**src/design/pva_pkg.sv**
```systemverilog
// ----------------------------------------------------------------------------
// pva_pkg: shared types and constants of the voice allocator
// Opcodes, action codes, envelope phases and the front-to-back command word.
// ----------------------------------------------------------------------------
package pva_pkg;

   localparam int LEVEL_W = 12;
   localparam int NOTE_W  = 7;
   localparam int AGE_W   = 16;
   localparam int ERR_W   = 15;
   localparam int CSR_W   = 12;

   localparam logic [LEVEL_W-1:0] FULL_LEVEL = 12'hFFF;
   localparam logic [AGE_W-1:0]   AGE_MAX    = 16'hFFFF;

   localparam logic [1:0] OP_NOTE_ON  = 2'd0;
   localparam logic [1:0] OP_NOTE_OFF = 2'd1;
   localparam logic [1:0] OP_TICK     = 2'd2;
   localparam logic [1:0] OP_UNUSED   = 2'd3;

   localparam logic [2:0] ACT_RETRIG  = 3'd0;
   localparam logic [2:0] ACT_FREE    = 3'd1;
   localparam logic [2:0] ACT_STEAL   = 3'd2;
   localparam logic [2:0] ACT_RELEASE = 3'd3;
   localparam logic [2:0] ACT_NOMATCH = 3'd4;
   localparam logic [2:0] ACT_TICK    = 3'd5;

   localparam logic [2:0] PH_OFF = 3'd0;
   localparam logic [2:0] PH_ATK = 3'd1;
   localparam logic [2:0] PH_DCY = 3'd2;
   localparam logic [2:0] PH_SUS = 3'd3;
   localparam logic [2:0] PH_RLS = 3'd4;

   localparam logic [1:0] CSR_ATTACK  = 2'd0;
   localparam logic [1:0] CSR_DECAY   = 2'd1;
   localparam logic [1:0] CSR_SUSTAIN = 2'd2;
   localparam logic [1:0] CSR_RELEASE = 2'd3;

   // command word handed from front to back
   typedef struct packed {
      logic [1:0]        op;
      logic [NOTE_W-1:0] note;
   } cmd_type;

   typedef struct packed {
      logic [2:0]         action;
      logic [2:0]         voice_index;
      logic [NOTE_W-1:0]  voice_note;
      logic [LEVEL_W-1:0] env_level;
      logic [2:0]         env_phase;
      logic               last;
   } rsp_type;

endpackage

```
**src/design/pva_stream_if.sv**
```systemverilog
// ----------------------------------------------------------------------------
// pva_stream_if: valid/ready channel
// Carries one payload word between a source and a sink.
// ----------------------------------------------------------------------------
interface pva_stream_if #(parameter int W = 9);
   logic         valid;
   logic         ready;
   logic [W-1:0] data;
   modport source (output valid, output data, input ready);
   modport sink   (input valid, input data, output ready);
endinterface

```
**src/design/pva_front.sv**
```systemverilog
// ----------------------------------------------------------------------------
// pva_front: input stage and command queue
// Takes request words, drops unused opcodes and queues the rest for the back.
// ----------------------------------------------------------------------------
module pva_front (
   input  logic             clock,
   input  logic             reset,
   input  logic             in_valid,
   output logic             in_ready,
   input  pva_pkg::cmd_type in_cmd,
   output logic             q_valid,
   input  logic             q_pop,
   output pva_pkg::cmd_type q_cmd
);
   import pva_pkg::*;

   localparam int DEPTH = 4;
   localparam int AW    = $clog2(DEPTH);

   cmd_type         mem_ff [DEPTH];
   logic [AW-1:0]   wr_ff, wr_in, rd_ff, rd_in;
   logic [AW:0]     cnt_ff, cnt_in;
   logic            push, pop;

   assign in_ready = (cnt_ff != DEPTH[AW:0]);
   // drop op 3 at the door
   assign push     = in_valid && in_ready && (in_cmd.op != OP_UNUSED);
   assign q_valid  = (cnt_ff != '0);
   assign pop      = q_pop && q_valid;
   assign q_cmd    = mem_ff[rd_ff];

   // advance pointers
   always_comb begin
      wr_in  = push ? wr_ff + 1'b1 : wr_ff;
      rd_in  = pop ? rd_ff + 1'b1 : rd_ff;
      cnt_in = cnt_ff + {{AW{1'b0}}, push} - {{AW{1'b0}}, pop};
   end

   always_ff @(posedge clock) begin
      if (reset) begin
         wr_ff  <= '0;
         rd_ff  <= '0;
         cnt_ff <= '0;
      end else begin
         wr_ff  <= wr_in;
         rd_ff  <= rd_in;
         cnt_ff <= cnt_in;
      end
   end

   always_ff @(posedge clock) begin
      if (push) begin
         mem_ff[wr_ff] <= in_cmd;
      end
   end

   a_cnt_bound: assert property (@(posedge clock) disable iff (reset)
      cnt_ff <= DEPTH[AW:0]) else $error("queue count overflow");
   a_no_push_full: assert property (@(posedge clock) disable iff (reset)
      (cnt_ff == DEPTH[AW:0]) |-> !push) else $error("push into full queue");
   a_cnt_track: assert property (@(posedge clock) disable iff (reset)
      (push && !pop) |=> (cnt_ff == $past(cnt_ff) + 1'b1))
      else $error("queue count lost a push");

endmodule

```
**src/design/pva_divider.sv**
```systemverilog
// ----------------------------------------------------------------------------
// pva_divider: serial ceiling-step divider
// Gives floor(dividend/divisor) and the remainder, one quotient bit a cycle.
// ----------------------------------------------------------------------------
module pva_divider (
   input  logic        clock,
   input  logic        reset,
   input  logic        start,
   input  logic [13:0] dividend,
   input  logic [12:0] divisor,
   output logic        done,
   output logic [13:0] quot,
   output logic [13:0] remd
);
   import pva_pkg::*;

   localparam int QW = 14;

   logic [QW-1:0] q_ff, q_in, d_ff, d_in;
   logic [QW:0]   r_ff, r_in, trial;
   logic [12:0]   s_ff, s_in;
   logic [3:0]    k_ff, k_in;
   logic          busy_ff, busy_in, done_ff, done_in;

   assign trial = {r_ff[QW-1:0], d_ff[QW-1]} - {2'b0, s_ff};
   assign done  = done_ff;
   assign quot  = q_ff;
   assign remd  = r_ff[QW-1:0];

   // restoring division step
   always_comb begin
      q_in = q_ff; d_in = d_ff; r_in = r_ff; s_in = s_ff;
      k_in = k_ff; busy_in = busy_ff; done_in = 1'b0;
      if (start) begin
         d_in = dividend; s_in = divisor; r_in = '0; q_in = '0;
         k_in = 4'd0; busy_in = 1'b1;
      end else if (busy_ff) begin
         d_in = {d_ff[QW-2:0], 1'b0};
         if (!trial[QW]) begin
            r_in = trial;
            q_in = {q_ff[QW-2:0], 1'b1};
         end else begin
            r_in = {r_ff[QW-1:0], d_ff[QW-1]};
            q_in = {q_ff[QW-2:0], 1'b0};
         end
         k_in = k_ff + 1'b1;
         if (k_ff == 4'(QW - 1)) begin
            busy_in = 1'b0;
            done_in = 1'b1;
         end
      end
   end

   always_ff @(posedge clock) begin
      if (reset) begin
         busy_ff <= 1'b0;
         done_ff <= 1'b0;
         k_ff    <= '0;
      end else begin
         busy_ff <= busy_in;
         done_ff <= done_in;
         k_ff    <= k_in;
      end
      q_ff <= q_in;
      d_ff <= d_in;
      r_ff <= r_in;
      s_ff <= s_in;
   end

endmodule

```
**src/design/pva_back.sv**
```systemverilog
// ----------------------------------------------------------------------------
// pva_back: voice table and envelope sequencer
// Runs one queued command at a time: note search, steal scan, aging, and a
// per-voice envelope step through a shared serial divider.
// ----------------------------------------------------------------------------
module pva_back #(
   parameter int VOICES = 8
) (
   input  logic                         clock,
   input  logic                         reset,
   input  logic                         q_valid,
   output logic                         q_pop,
   input  pva_pkg::cmd_type             q_cmd,
   input  logic [pva_pkg::CSR_W-1:0]    attack_rate,
   input  logic [pva_pkg::CSR_W-1:0]    decay_rate,
   input  logic [pva_pkg::CSR_W-1:0]    sustain_level,
   input  logic [pva_pkg::CSR_W-1:0]    release_rate,
   output logic                         o_valid,
   input  logic                         o_ready,
   output pva_pkg::rsp_type             o_rsp
);
   import pva_pkg::*;

   localparam int VW = (VOICES > 1) ? $clog2(VOICES) : 1;

   localparam logic [3:0] S_IDLE   = 4'd0;
   localparam logic [3:0] S_SCAN   = 4'd1;
   localparam logic [3:0] S_ON_SET = 4'd2;
   localparam logic [3:0] S_AGE    = 4'd3;
   localparam logic [3:0] S_EMIT   = 4'd4;
   localparam logic [3:0] S_TLOAD  = 4'd5;
   localparam logic [3:0] S_TDIV   = 4'd6;
   localparam logic [3:0] S_TAPPLY = 4'd7;
   localparam logic [3:0] S_TEMIT  = 4'd8;

   logic [NOTE_W-1:0]         note_ff   [VOICES];
   logic [2:0]                phase_ff  [VOICES];
   logic [LEVEL_W-1:0]        level_ff  [VOICES];
   logic signed [ERR_W-1:0]   err_ff    [VOICES];
   logic [LEVEL_W-1:0]        rstart_ff [VOICES];
   logic [AGE_W-1:0]          age_ff    [VOICES];

   logic [3:0]        st_ff;
   cmd_type           cmd_ff;
   logic [VW-1:0]     idx_ff;
   logic [VW-1:0]     vi;
   logic              mfound_ff, ffound_ff;
   logic [VW-1:0]     mvoice_ff, fvoice_ff, svoice_ff;
   logic [AGE_W-1:0]  best_ff;
   logic              o_valid_ff;
   rsp_type           o_rsp_ff;

   logic              div_start, div_done;
   logic [13:0]       div_dvd, div_q, div_r;
   logic [12:0]       div_dvs;

   assign vi      = idx_ff;
   assign o_valid = o_valid_ff;
   assign o_rsp   = o_rsp_ff;
   assign q_pop   = (st_ff == S_IDLE) && q_valid;

   pva_divider u_div (
      .clock(clock), .reset(reset), .start(div_start), .dividend(div_dvd),
      .divisor(div_dvs), .done(div_done), .quot(div_q), .remd(div_r)
   );

   // rate and error target of the voice being stepped
   logic [CSR_W-1:0]  cur_rate;
   logic [12:0]       cur_inc;
   logic signed [ERR_W-1:0] cur_err;
   always_comb begin
      cur_err = err_ff[vi];
      case (phase_ff[vi])
         PH_ATK:  begin cur_rate = attack_rate;  cur_inc = {FULL_LEVEL, 1'b0}; end
         PH_DCY:  begin cur_rate = decay_rate;
                        cur_inc = {FULL_LEVEL - sustain_level, 1'b0}; end
         default: begin cur_rate = release_rate; cur_inc = {rstart_ff[vi], 1'b0}; end
      endcase
   end
   assign div_dvd   = 14'(cur_err) - 14'd1 + {cur_rate, 1'b0};
   assign div_dvs   = {cur_rate, 1'b0};
   assign div_start = (st_ff == S_TLOAD) && (phase_ff[vi] != PH_OFF)
                   && (phase_ff[vi] != PH_SUS) && (cur_rate != '0)
                   && cur_err > 0
                   && !(phase_ff[vi] == PH_RLS && level_ff[vi] == '0);

   logic              last_v;
   assign last_v = (idx_ff == VW'(VOICES - 1));

   always_ff @(posedge clock) begin
      logic [LEVEL_W:0]          n;
      logic signed [ERR_W-1:0]   e;
      logic [LEVEL_W+1:0]        sum;
      logic [VW-1:0]             v;
      if (reset) begin
         st_ff      <= S_IDLE;
         o_valid_ff <= 1'b0;
         for (int i = 0; i < VOICES; i++) begin
            note_ff[i]   <= '0;
            phase_ff[i]  <= PH_OFF;
            level_ff[i]  <= '0;
            err_ff[i]    <= '0;
            rstart_ff[i] <= FULL_LEVEL;
            age_ff[i]    <= '0;
         end
      end else begin
         // the tick report state reloads the word register on its own
         if (o_valid_ff && o_ready && st_ff != S_TEMIT) o_valid_ff <= 1'b0;
         unique case (st_ff)
            S_IDLE: begin
               if (q_valid) begin
                  cmd_ff    <= q_cmd;
                  idx_ff    <= '0;
                  mfound_ff <= 1'b0;
                  ffound_ff <= 1'b0;
                  best_ff   <= '0;
                  svoice_ff <= '0;
                  st_ff     <= (q_cmd.op == OP_TICK) ? S_TLOAD : S_SCAN;
               end
            end
            // walk voices: note match, first free, oldest
            S_SCAN: begin
               if (!mfound_ff && note_ff[vi] == cmd_ff.note) begin
                  mfound_ff <= 1'b1; mvoice_ff <= vi;
               end
               if (!ffound_ff && phase_ff[vi] == PH_OFF) begin
                  ffound_ff <= 1'b1; fvoice_ff <= vi;
               end
               if (age_ff[vi] > best_ff) begin
                  best_ff <= age_ff[vi]; svoice_ff <= vi;
               end
               if (last_v) st_ff <= S_ON_SET;
               else idx_ff <= idx_ff + 1'b1;
            end
            S_ON_SET: begin
               if (cmd_ff.op == OP_NOTE_ON) begin
                  v = mfound_ff ? mvoice_ff : (ffound_ff ? fvoice_ff : svoice_ff);
                  mvoice_ff <= v;
                  phase_ff[v] <= PH_ATK;
                  age_ff[v]   <= '0;
                  if (!mfound_ff) begin
                     note_ff[v]  <= cmd_ff.note;
                     err_ff[v]   <= '0;
                     level_ff[v] <= '0;
                  end
                  o_rsp_ff.action <= mfound_ff ? ACT_RETRIG
                                   : (ffound_ff ? ACT_FREE : ACT_STEAL);
                  idx_ff <= '0;
                  st_ff  <= S_AGE;
               end else begin
                  if (mfound_ff) begin
                     rstart_ff[mvoice_ff] <= level_ff[mvoice_ff];
                     phase_ff[mvoice_ff]  <= PH_RLS;
                     err_ff[mvoice_ff]    <= '0;
                     o_rsp_ff <= '{ACT_RELEASE, 3'(mvoice_ff), note_ff[mvoice_ff],
                                   level_ff[mvoice_ff], PH_RLS, 1'b1};
                  end else begin
                     o_rsp_ff <= '{ACT_NOMATCH, 3'd0, cmd_ff.note, '0, PH_OFF, 1'b1};
                  end
                  o_valid_ff <= 1'b1;
                  st_ff      <= S_EMIT;
               end
            end
            // age active voices, then report
            S_AGE: begin
               if (phase_ff[vi] != PH_OFF && age_ff[vi] != AGE_MAX)
                  age_ff[vi] <= age_ff[vi] + 1'b1;
               if (last_v) begin
                  o_rsp_ff.voice_index <= 3'(mvoice_ff);
                  o_rsp_ff.voice_note  <= note_ff[mvoice_ff];
                  o_rsp_ff.env_level   <= level_ff[mvoice_ff];
                  o_rsp_ff.env_phase   <= PH_ATK;
                  o_rsp_ff.last        <= 1'b1;
                  o_valid_ff <= 1'b1;
                  st_ff      <= S_EMIT;
               end else idx_ff <= idx_ff + 1'b1;
            end
            S_EMIT: begin
               if (o_ready) st_ff <= S_IDLE;
            end
            S_TLOAD: begin
               st_ff <= div_start ? S_TDIV : S_TAPPLY;
            end
            S_TDIV: begin
               if (div_done) st_ff <= S_TAPPLY;
            end
            // apply one envelope step
            S_TAPPLY: begin
               n = '0;
               e = cur_err;
               if (cur_err > 0) begin
                  n = div_q[LEVEL_W:0];
                  e = $signed(ERR_W'(div_r)) - $signed({2'b0, cur_rate, 1'b0})
                      + 15'sd1;
               end
               case (phase_ff[vi])
                  PH_ATK: begin
                     if (attack_rate == '0) begin
                        level_ff[vi] <= FULL_LEVEL; phase_ff[vi] <= PH_DCY;
                     end else begin
                        sum = {2'b0, level_ff[vi]} + {1'b0, n};
                        if (sum >= {2'b0, FULL_LEVEL}) begin
                           level_ff[vi] <= FULL_LEVEL; err_ff[vi] <= '0;
                           phase_ff[vi] <= PH_DCY;
                        end else begin
                           level_ff[vi] <= sum[LEVEL_W-1:0];
                           err_ff[vi]   <= e + $signed({2'b0, cur_inc});
                        end
                     end
                  end
                  PH_DCY: begin
                     if (decay_rate == '0) begin
                        level_ff[vi] <= sustain_level; phase_ff[vi] <= PH_SUS;
                     end else begin
                        err_ff[vi] <= e + $signed({2'b0, cur_inc});
                        if ({1'b0, level_ff[vi]} <= n + {1'b0, sustain_level}) begin
                           level_ff[vi] <= sustain_level; phase_ff[vi] <= PH_SUS;
                        end else level_ff[vi] <= level_ff[vi] - n[LEVEL_W-1:0];
                     end
                  end
                  PH_RLS: begin
                     if (level_ff[vi] == '0 || release_rate == '0) begin
                        level_ff[vi] <= '0; phase_ff[vi] <= PH_OFF; age_ff[vi] <= '0;
                     end else begin
                        err_ff[vi] <= e + $signed({2'b0, cur_inc});
                        if ({1'b0, level_ff[vi]} <= n) begin
                           level_ff[vi] <= '0; phase_ff[vi] <= PH_OFF;
                           age_ff[vi] <= '0;
                        end else level_ff[vi] <= level_ff[vi] - n[LEVEL_W-1:0];
                     end
                  end
                  default: ;
               endcase
               st_ff <= S_TEMIT;
            end
            S_TEMIT: begin
               if (!o_valid_ff || o_ready) begin
                  o_rsp_ff <= '{ACT_TICK, 3'(vi), note_ff[vi], level_ff[vi],
                                phase_ff[vi], last_v};
                  o_valid_ff <= 1'b1;
                  if (last_v) st_ff <= S_EMIT;
                  else begin
                     idx_ff <= idx_ff + 1'b1;
                     st_ff  <= S_TLOAD;
                  end
               end
            end
            default: st_ff <= S_IDLE;
         endcase
      end
   end

   a_pop_idle: assert property (@(posedge clock) disable iff (reset)
      q_pop |-> (st_ff == S_IDLE)) else $error("pop while busy");
   a_emit_valid: assert property (@(posedge clock) disable iff (reset)
      (st_ff == S_EMIT) |-> o_valid_ff) else $error("emit without word");
   a_hold: assert property (@(posedge clock) disable iff (reset)
      (o_valid_ff && !o_ready) |=> o_valid_ff) else $error("word dropped");

endmodule

```
**src/design/poly_voice_allocator_adsr.sv**
```systemverilog
// ----------------------------------------------------------------------------
// poly_voice_allocator_adsr: polyphonic voice table with ADSR envelopes
// Request words (op, note) enter on req_; result words leave on rsp_.
// Note on / note off give one word each; a tick gives one word per voice,
// in voice order, with last set on the final word. Op code 3 gives nothing.
// A four-entry command queue parts the request side from the sequencer: up to
// four requests are taken while the sequencer works or the receiver stalls.
// A tick steps one voice at a time, through the shared serial divider when
// that voice's slope needs a division.
// A stalled receiver holds the result word; the sequencer waits at its next
// report until that word is taken.
// Reset (synchronous) empties the queue, frees all voices and loads the
// register defaults: attack 0, decay 0, sustain 4095, release 0.
// csr_ writes take effect at once and should come only while idle.
// ----------------------------------------------------------------------------
module poly_voice_allocator_adsr #(
   parameter int VOICES = 8
) (
   input  logic                       clock,
   input  logic                       reset,
   pva_stream_if.sink                 req,
   pva_stream_if.source               rsp,
   input  logic                       csr_we,
   input  logic [1:0]                 csr_index,
   input  logic [pva_pkg::CSR_W-1:0]  csr_data
);
   import pva_pkg::*;

   logic [CSR_W-1:0] atk_ff, dcy_ff, sus_ff, rls_ff;
   logic             q_valid, q_pop;
   cmd_type          q_cmd, in_cmd;
   rsp_type          o_rsp;

   assign in_cmd = req.data;
   assign rsp.data = o_rsp;

   // register file writes
   always_ff @(posedge clock) begin
      if (reset) begin
         atk_ff <= '0;
         dcy_ff <= '0;
         sus_ff <= FULL_LEVEL;
         rls_ff <= '0;
      end else if (csr_we) begin
         unique case (csr_index)
            CSR_ATTACK:  atk_ff <= csr_data;
            CSR_DECAY:   dcy_ff <= csr_data;
            CSR_SUSTAIN: sus_ff <= csr_data;
            CSR_RELEASE: rls_ff <= csr_data;
            default: ;
         endcase
      end
   end

   pva_front u_front (
      .clock(clock), .reset(reset), .in_valid(req.valid), .in_ready(req.ready),
      .in_cmd(in_cmd), .q_valid(q_valid), .q_pop(q_pop), .q_cmd(q_cmd)
   );

   pva_back #(.VOICES(VOICES)) u_back (
      .clock(clock), .reset(reset), .q_valid(q_valid), .q_pop(q_pop),
      .q_cmd(q_cmd), .attack_rate(atk_ff), .decay_rate(dcy_ff),
      .sustain_level(sus_ff), .release_rate(rls_ff), .o_valid(rsp.valid),
      .o_ready(rsp.ready), .o_rsp(o_rsp)
   );

endmodule

```
**src/flat_wrapper.sv**
```systemverilog
// flat-port wrapper written by rule: the top's interface ports become plain ports
module poly_voice_allocator_adsr_flat import pva_pkg::*;
#(
   parameter int VOICES = 8
)
  (clock, reset, csr_we, csr_index, csr_data, req_valid, req_data, req_ready, rsp_valid, rsp_data, rsp_ready);
  pva_stream_if #(.W(9)) req_i ();
  pva_stream_if #(.W(29)) rsp_i ();
  input  logic clock;
  input  logic reset;
  input  logic csr_we;
  input  logic [1:0] csr_index;
  input  logic [pva_pkg::CSR_W-1:0] csr_data;
  input wire logic [$bits(req_i.valid)-1:0] req_valid;
  input wire logic [$bits(req_i.data)-1:0] req_data;
  output wire logic [$bits(req_i.ready)-1:0] req_ready;
  output wire logic [$bits(rsp_i.valid)-1:0] rsp_valid;
  output wire logic [$bits(rsp_i.data)-1:0] rsp_data;
  input wire logic [$bits(rsp_i.ready)-1:0] rsp_ready;
  assign req_i.valid = req_valid;
  assign req_i.data = req_data;
  assign req_ready = req_i.ready;
  assign rsp_valid = rsp_i.valid;
  assign rsp_data = rsp_i.data;
  assign rsp_i.ready = rsp_ready;
  poly_voice_allocator_adsr #(.VOICES(VOICES)) u_core (.clock(clock), .reset(reset), .req(req_i), .rsp(rsp_i), .csr_we(csr_we), .csr_index(csr_index), .csr_data(csr_data));
endmodule
```
**config.mk**
```make
export PLATFORM = sky130hd
export DESIGN_NAME = poly_voice_allocator_adsr_flat
export DESIGN_NICKNAME = d
export VERILOG_FILES = /design/src/design/pva_pkg.sv /design/src/design/pva_stream_if.sv /design/src/design/pva_front.sv /design/src/design/pva_divider.sv /design/src/design/pva_back.sv /design/src/design/poly_voice_allocator_adsr.sv /design/src/flat_wrapper.sv
export SDC_FILE = /design/constraint.sdc
export NUM_CORES = 1
export LEC_CHECK = 0
export BUFFER_PORTS_ARGS = -buffer_cell sky130_fd_sc_hd__buf_2
export CELL_PAD_IN_SITES_DETAIL_PLACEMENT = 1
export CELL_PAD_IN_SITES_GLOBAL_PLACEMENT = 1
export CORE_AREA = 2 2 267 269
export CTS_BUF_LIST = sky130_fd_sc_hd__clkbuf_8
export CTS_CLUSTER_DIAMETER = 120
export DETAILED_ROUTE_END_ITERATION = 8
export DIE_AREA = 0 0 269 271
export PLACE_DENSITY = 0.93
export SETUP_SLACK_MARGIN = 0.15
export SLEW_MARGIN = 15
export SYNTH_ARGS = -nofsm -noshare
export SYNTH_HDL_FRONTEND = slang
export SYNTH_SLANG_ARGS = --single-unit
```
**constraint.sdc**
```tcl
create_clock -name clock -period 13.5 [get_ports clock]
set_clock_uncertainty 0.15 [all_clocks]
set_input_delay 2.7 -clock clock [delete_from_list [all_inputs] [get_ports clock]]
set_output_delay 2.7 -clock clock [all_outputs]
set_load 0.1 [all_outputs]
```
==> flow_summary.json <==
{
  "status": "completed",
  "power_density_mw_per_mm2": 233,
  "worst_hold_slack_ns": 0.333,
  "route.detailed.drc": 0,
  "grt_pass1_wl_mm": 210,
  "post_drt_wl_per_cell_um": 31.9,
  "ant_nets": 0,
  "clk_pin_slew_worst_paths_ns": 0.07,
  "grt_usage": 0.390,
  "synth_edf_count": 650,
  "preCtsSetupSlack_ns": 2.96,
  "slew_headroom": 0.119,
  "start_util": 0.575,
  "min_path_cells": 2,
  "slowest_delay_ns": 1.03,
  "p_leak_nw": 15.8,
  "portBuffers": 58,
  "viasPerCell": 7.01,
  "cts_tree": "yes",
  "p_sw_mw": 4.64,
  "cts.sinks": 751,
  "tns_ns": 0,
  "cts-resized-gates": 0,
  "dr.first_iter.drc_count": 4434,
  "antenna_found_initial": 6,
  "syn-num-nets": 3548,
  "crit_required_ns": 13.70,
  "drv_cap": 0,
  "worstHoldEndpoint": "u_core.rls_ff[9]",
  "utilization": 0.628,
  "routed-via-count": 31191,
  "worst_setup_path_start_kind": "flop",
  "ios": 59,
  "placementRows": 97,
  "synth_warnings": 0,
  "grt_pass1_vias": 32785,
  "critPathArrivalTime_ns": 11.09,
  "fin_crit_sh": 0.806,
  "die_h_um": 271,
  "fin_nets": 3590,
  "setup_viol": 0,
  "synth-main-ff-cell": "edfxtp_1",
  "crit_buf_inv": 4,
  "dp_hpwl_mm": 93.3,
  "hold_start": "u_core.rls_ff[9]",
  "syn_inst": 3364,
  "synth_cell_types": 91,
  "dr.pass1.iters": 8,
  "wl_mm": 142,
  "syn_to_final_growth_pct": 9.15,
  "h-tree-depth": 3,
  "crit_fanout": 58,
  "hold_viol": 0,
  "p_seq_frac": 0.296,
  "clock.fmax_ghz": 0.0919,
  "rr_endpoint": "u_core.u_back.level_ff[4][0]",
  "rsz0062_at_grt": "false",
  "period_minus_slack_ns": 10.89,
  "sw_frac_of_total": 0.455,
  "cts_buffers": 120,
  "num-fill-cells": 6903,
  "die-area_mm2": 0.0729,
  "drive_above_1_share": 0.166,
  "hp-class": "reg2reg",
  "worst_setup_path_end_kind": "flop",
  "async_reset_ff_frac": 0,
  "reg2reg_setup_slack_ns": 2.61,
  "clockBufferDepth": 3,
  "p_int_mw": 5.55,
  "cp_top_family": "compound AO/OA/AOI/OAI gates",
  "combPwrFrac": 0.493,
  "worst_slack_ns": 2.61,
  "critical_path_class": "reg2reg",
  "ir_drop_v": 0.000269,
  "ys_seq_area_frac": 0.537,
  "synth_area_mm2": 0.0401,
  "core_area_mm2": 0.0698,
  "overflow": 0,
  "cts_root_buf": "clkbuf_8",
  "crit_slowest_cell": "a32oi_1",
  "tightest_slew_ns": 1.32,
  "postSynthAreaPerCell_um2": 11.9,
  "grt_max_degree": 85,
  "cts_setup_buffers": 0,
  "reg2reg_depth": 29,
  "die_w_um": 269,
  "synth-seq-cells": 751,
  "clock_power_share": 0.211,
  "cts_hold_buf": 0,
  "drv_slew": 0,
  "clk_latency_ns": 0.80,
  "gp_congestion": 0.964
}
layer usage:
layer | part of all wire | track usage
met1 | 0.35 | 0.480
met2 | 0.47 | 0.621
met3 | 0.11 | 0.0926
met4 | 0.071 | 0.241
met5 | 0.00049 | 0
power groups by stage:
stage / Sequential, mW / Clock [mW] / Combinational (mW)
floorplan: 2.89 / 0 / 3.32
global placement: 3.01 / 0 / 4.33
detailed placement: 3.04 / 0 / 4.65
CTS: 3.00 / 2.13 / 4.82
global route: 3.03 / 2.22 / 5.24
finish: 3.01 / 2.15 / 5.02
worst min-delay path, stage by stage, from the launching register on:
cell and delay [ns]:
dfxtp_1 0.33, nand2_1 0.06, a21oi_1 0.05
layout make-up:
type | instances | area, um2 | share of cell area
sequential | 751 | 21600 | 0.492
multi-input combinational | 2289 | 17300 | 0.395
clock buffer | 133 | 1830 | 0.0418
tap | 940 | 1180 | 0.0268
clock inverter | 92 | 724 | 0.0165
timing repair buffer | 110 | 696 | 0.0159
inverter | 134 | 505 | 0.0115
antenna | 1 | 2.50 | 0.0000571
worst max path at each step:
stage	start	depth (start not counted)	slack (ns)	end
floorplan	reset	3	5.64	u_core.u_back.o_rsp[0]
global placement	flop	29	3.46	u_core.u_back.level_ff[1][5]
detailed placement	flop	29	2.96	u_core.u_back.level_ff[1][1]
CTS	flop	29	2.95	u_core.u_back.level_ff[1][10]
global route	flop	29	2.06	u_core.u_back.level_ff[1][10]
finish	flop	29	2.61	u_core.u_back.level_ff[4][0]
state kept, by name, summed over array words and instances, names as in the netlist, 4 cells and up, named ones only:
signal	flops
u_core.atk_ff	12
u_core.dcy_ff	12
u_core.rls_ff	12
u_core.sus_ff	12
u_core.u_back.age_ff	128
u_core.u_back.best_ff	16
u_core.u_back.cmd_ff	9
u_core.u_back.err_ff	120
u_core.u_back.level_ff	96
u_core.u_back.note_ff	56
u_core.u_back.o_rsp	29
u_core.u_back.phase_ff	24
u_core.u_back.rstart_ff	96
u_core.u_back.st_ff	4
u_core.u_back.u_div.d_ff	14
u_core.u_back.u_div.k_ff	4
u_core.u_back.u_div.quot	13
u_core.u_back.u_div.r_ff	14
u_core.u_back.u_div.s_ff	12
u_core.u_front.mem_ff	36
synthesized netlist by cell type, types with 40 or more instances:
master / count / area [um2]
edfxtp_1: 650 / 19500
mux2_2: 40 / 450
dfxtp_1: 101 / 2020
and3_1: 74 / 463
nand2b_1: 61 / 382
inv_1: 132 / 495
xnor2_1: 65 / 569
nor2_1: 530 / 1990
a21oi_1: 128 / 641
clkbuf_1: 111 / 417
nand2_1: 331 / 1240
nor3_1: 41 / 205
o21ai_0: 84 / 420
ha_1: 148 / 1850
mux2i_1: 116 / 1160
nor2b_1: 56 / 350
mux4_2: 177 / 3990
kinds of logic after synthesis:
| logic type | count (synthesis) | share of synthesized area |
|---|---|---|
| and+or+nand+nor | 1268 | 0.144 |
| buffers and inverters | 324 | 0.0344 |
| AOI/OAI and AO/OA | 433 | 0.0718 |
| DFF | 751 | 0.537 |
| muxes | 341 | 0.143 |
| xor gates and xnor gates | 91 | 0.0199 |
| adders and majority gates | 156 | 0.0501 |
stage by stage:
step | power, mW | cells | cell area, um2
after floorplan | 6.21 | 3364 | 40100
after global placement | 7.35 | 4224 | 41200
after detailed placement | 7.69 | 4224 | 41200
after CTS | 9.96 | 4449 | 43800
after global routing | 10.5 | 4450 | 43800
final | 10.2 | 4450 | 43800
cell usage in the layout, fill, tap and decap left out, types with 9 or more instances in the layout:
cell / netlist / final
edfxtp_1: 650 / 650
nor2_1: 530 / 529
nand2_1: 331 / 331
mux4_2: 177 / 177
inv_1: 132 / 157
ha_1: 148 / 148
clkbuf_8: 0 / 133
a21oi_1: 128 / 127
mux2i_1: 116 / 115
dfxtp_1: 101 / 96
o21ai_0: 84 / 84
and3_1: 74 / 74
xnor2_1: 65 / 65
nand2b_1: 61 / 59
buf_2: 35 / 57
nor2b_1: 56 / 56
buf_4: 15 / 52
mux2_2: 40 / 40
nor3_1: 41 / 38
nand3_1: 30 / 30
a22oi_1: 28 / 28
xor2_1: 26 / 26
clkinv_1: 1 / 24
clkinv_2: 0 / 23
and2_1: 22 / 22
nand3b_1: 21 / 21
a211oi_1: 20 / 20
or2_2: 20 / 20
nor4_1: 21 / 20
a21o_1: 19 / 19
o21a_1: 19 / 19
nand4_1: 18 / 18
or3_1: 17 / 17
o22ai_1: 11 / 11
o21bai_1: 11 / 11
bufinv_16: 0 / 11
a31oi_1: 11 / 9
(Power assumes the default switching activity.)
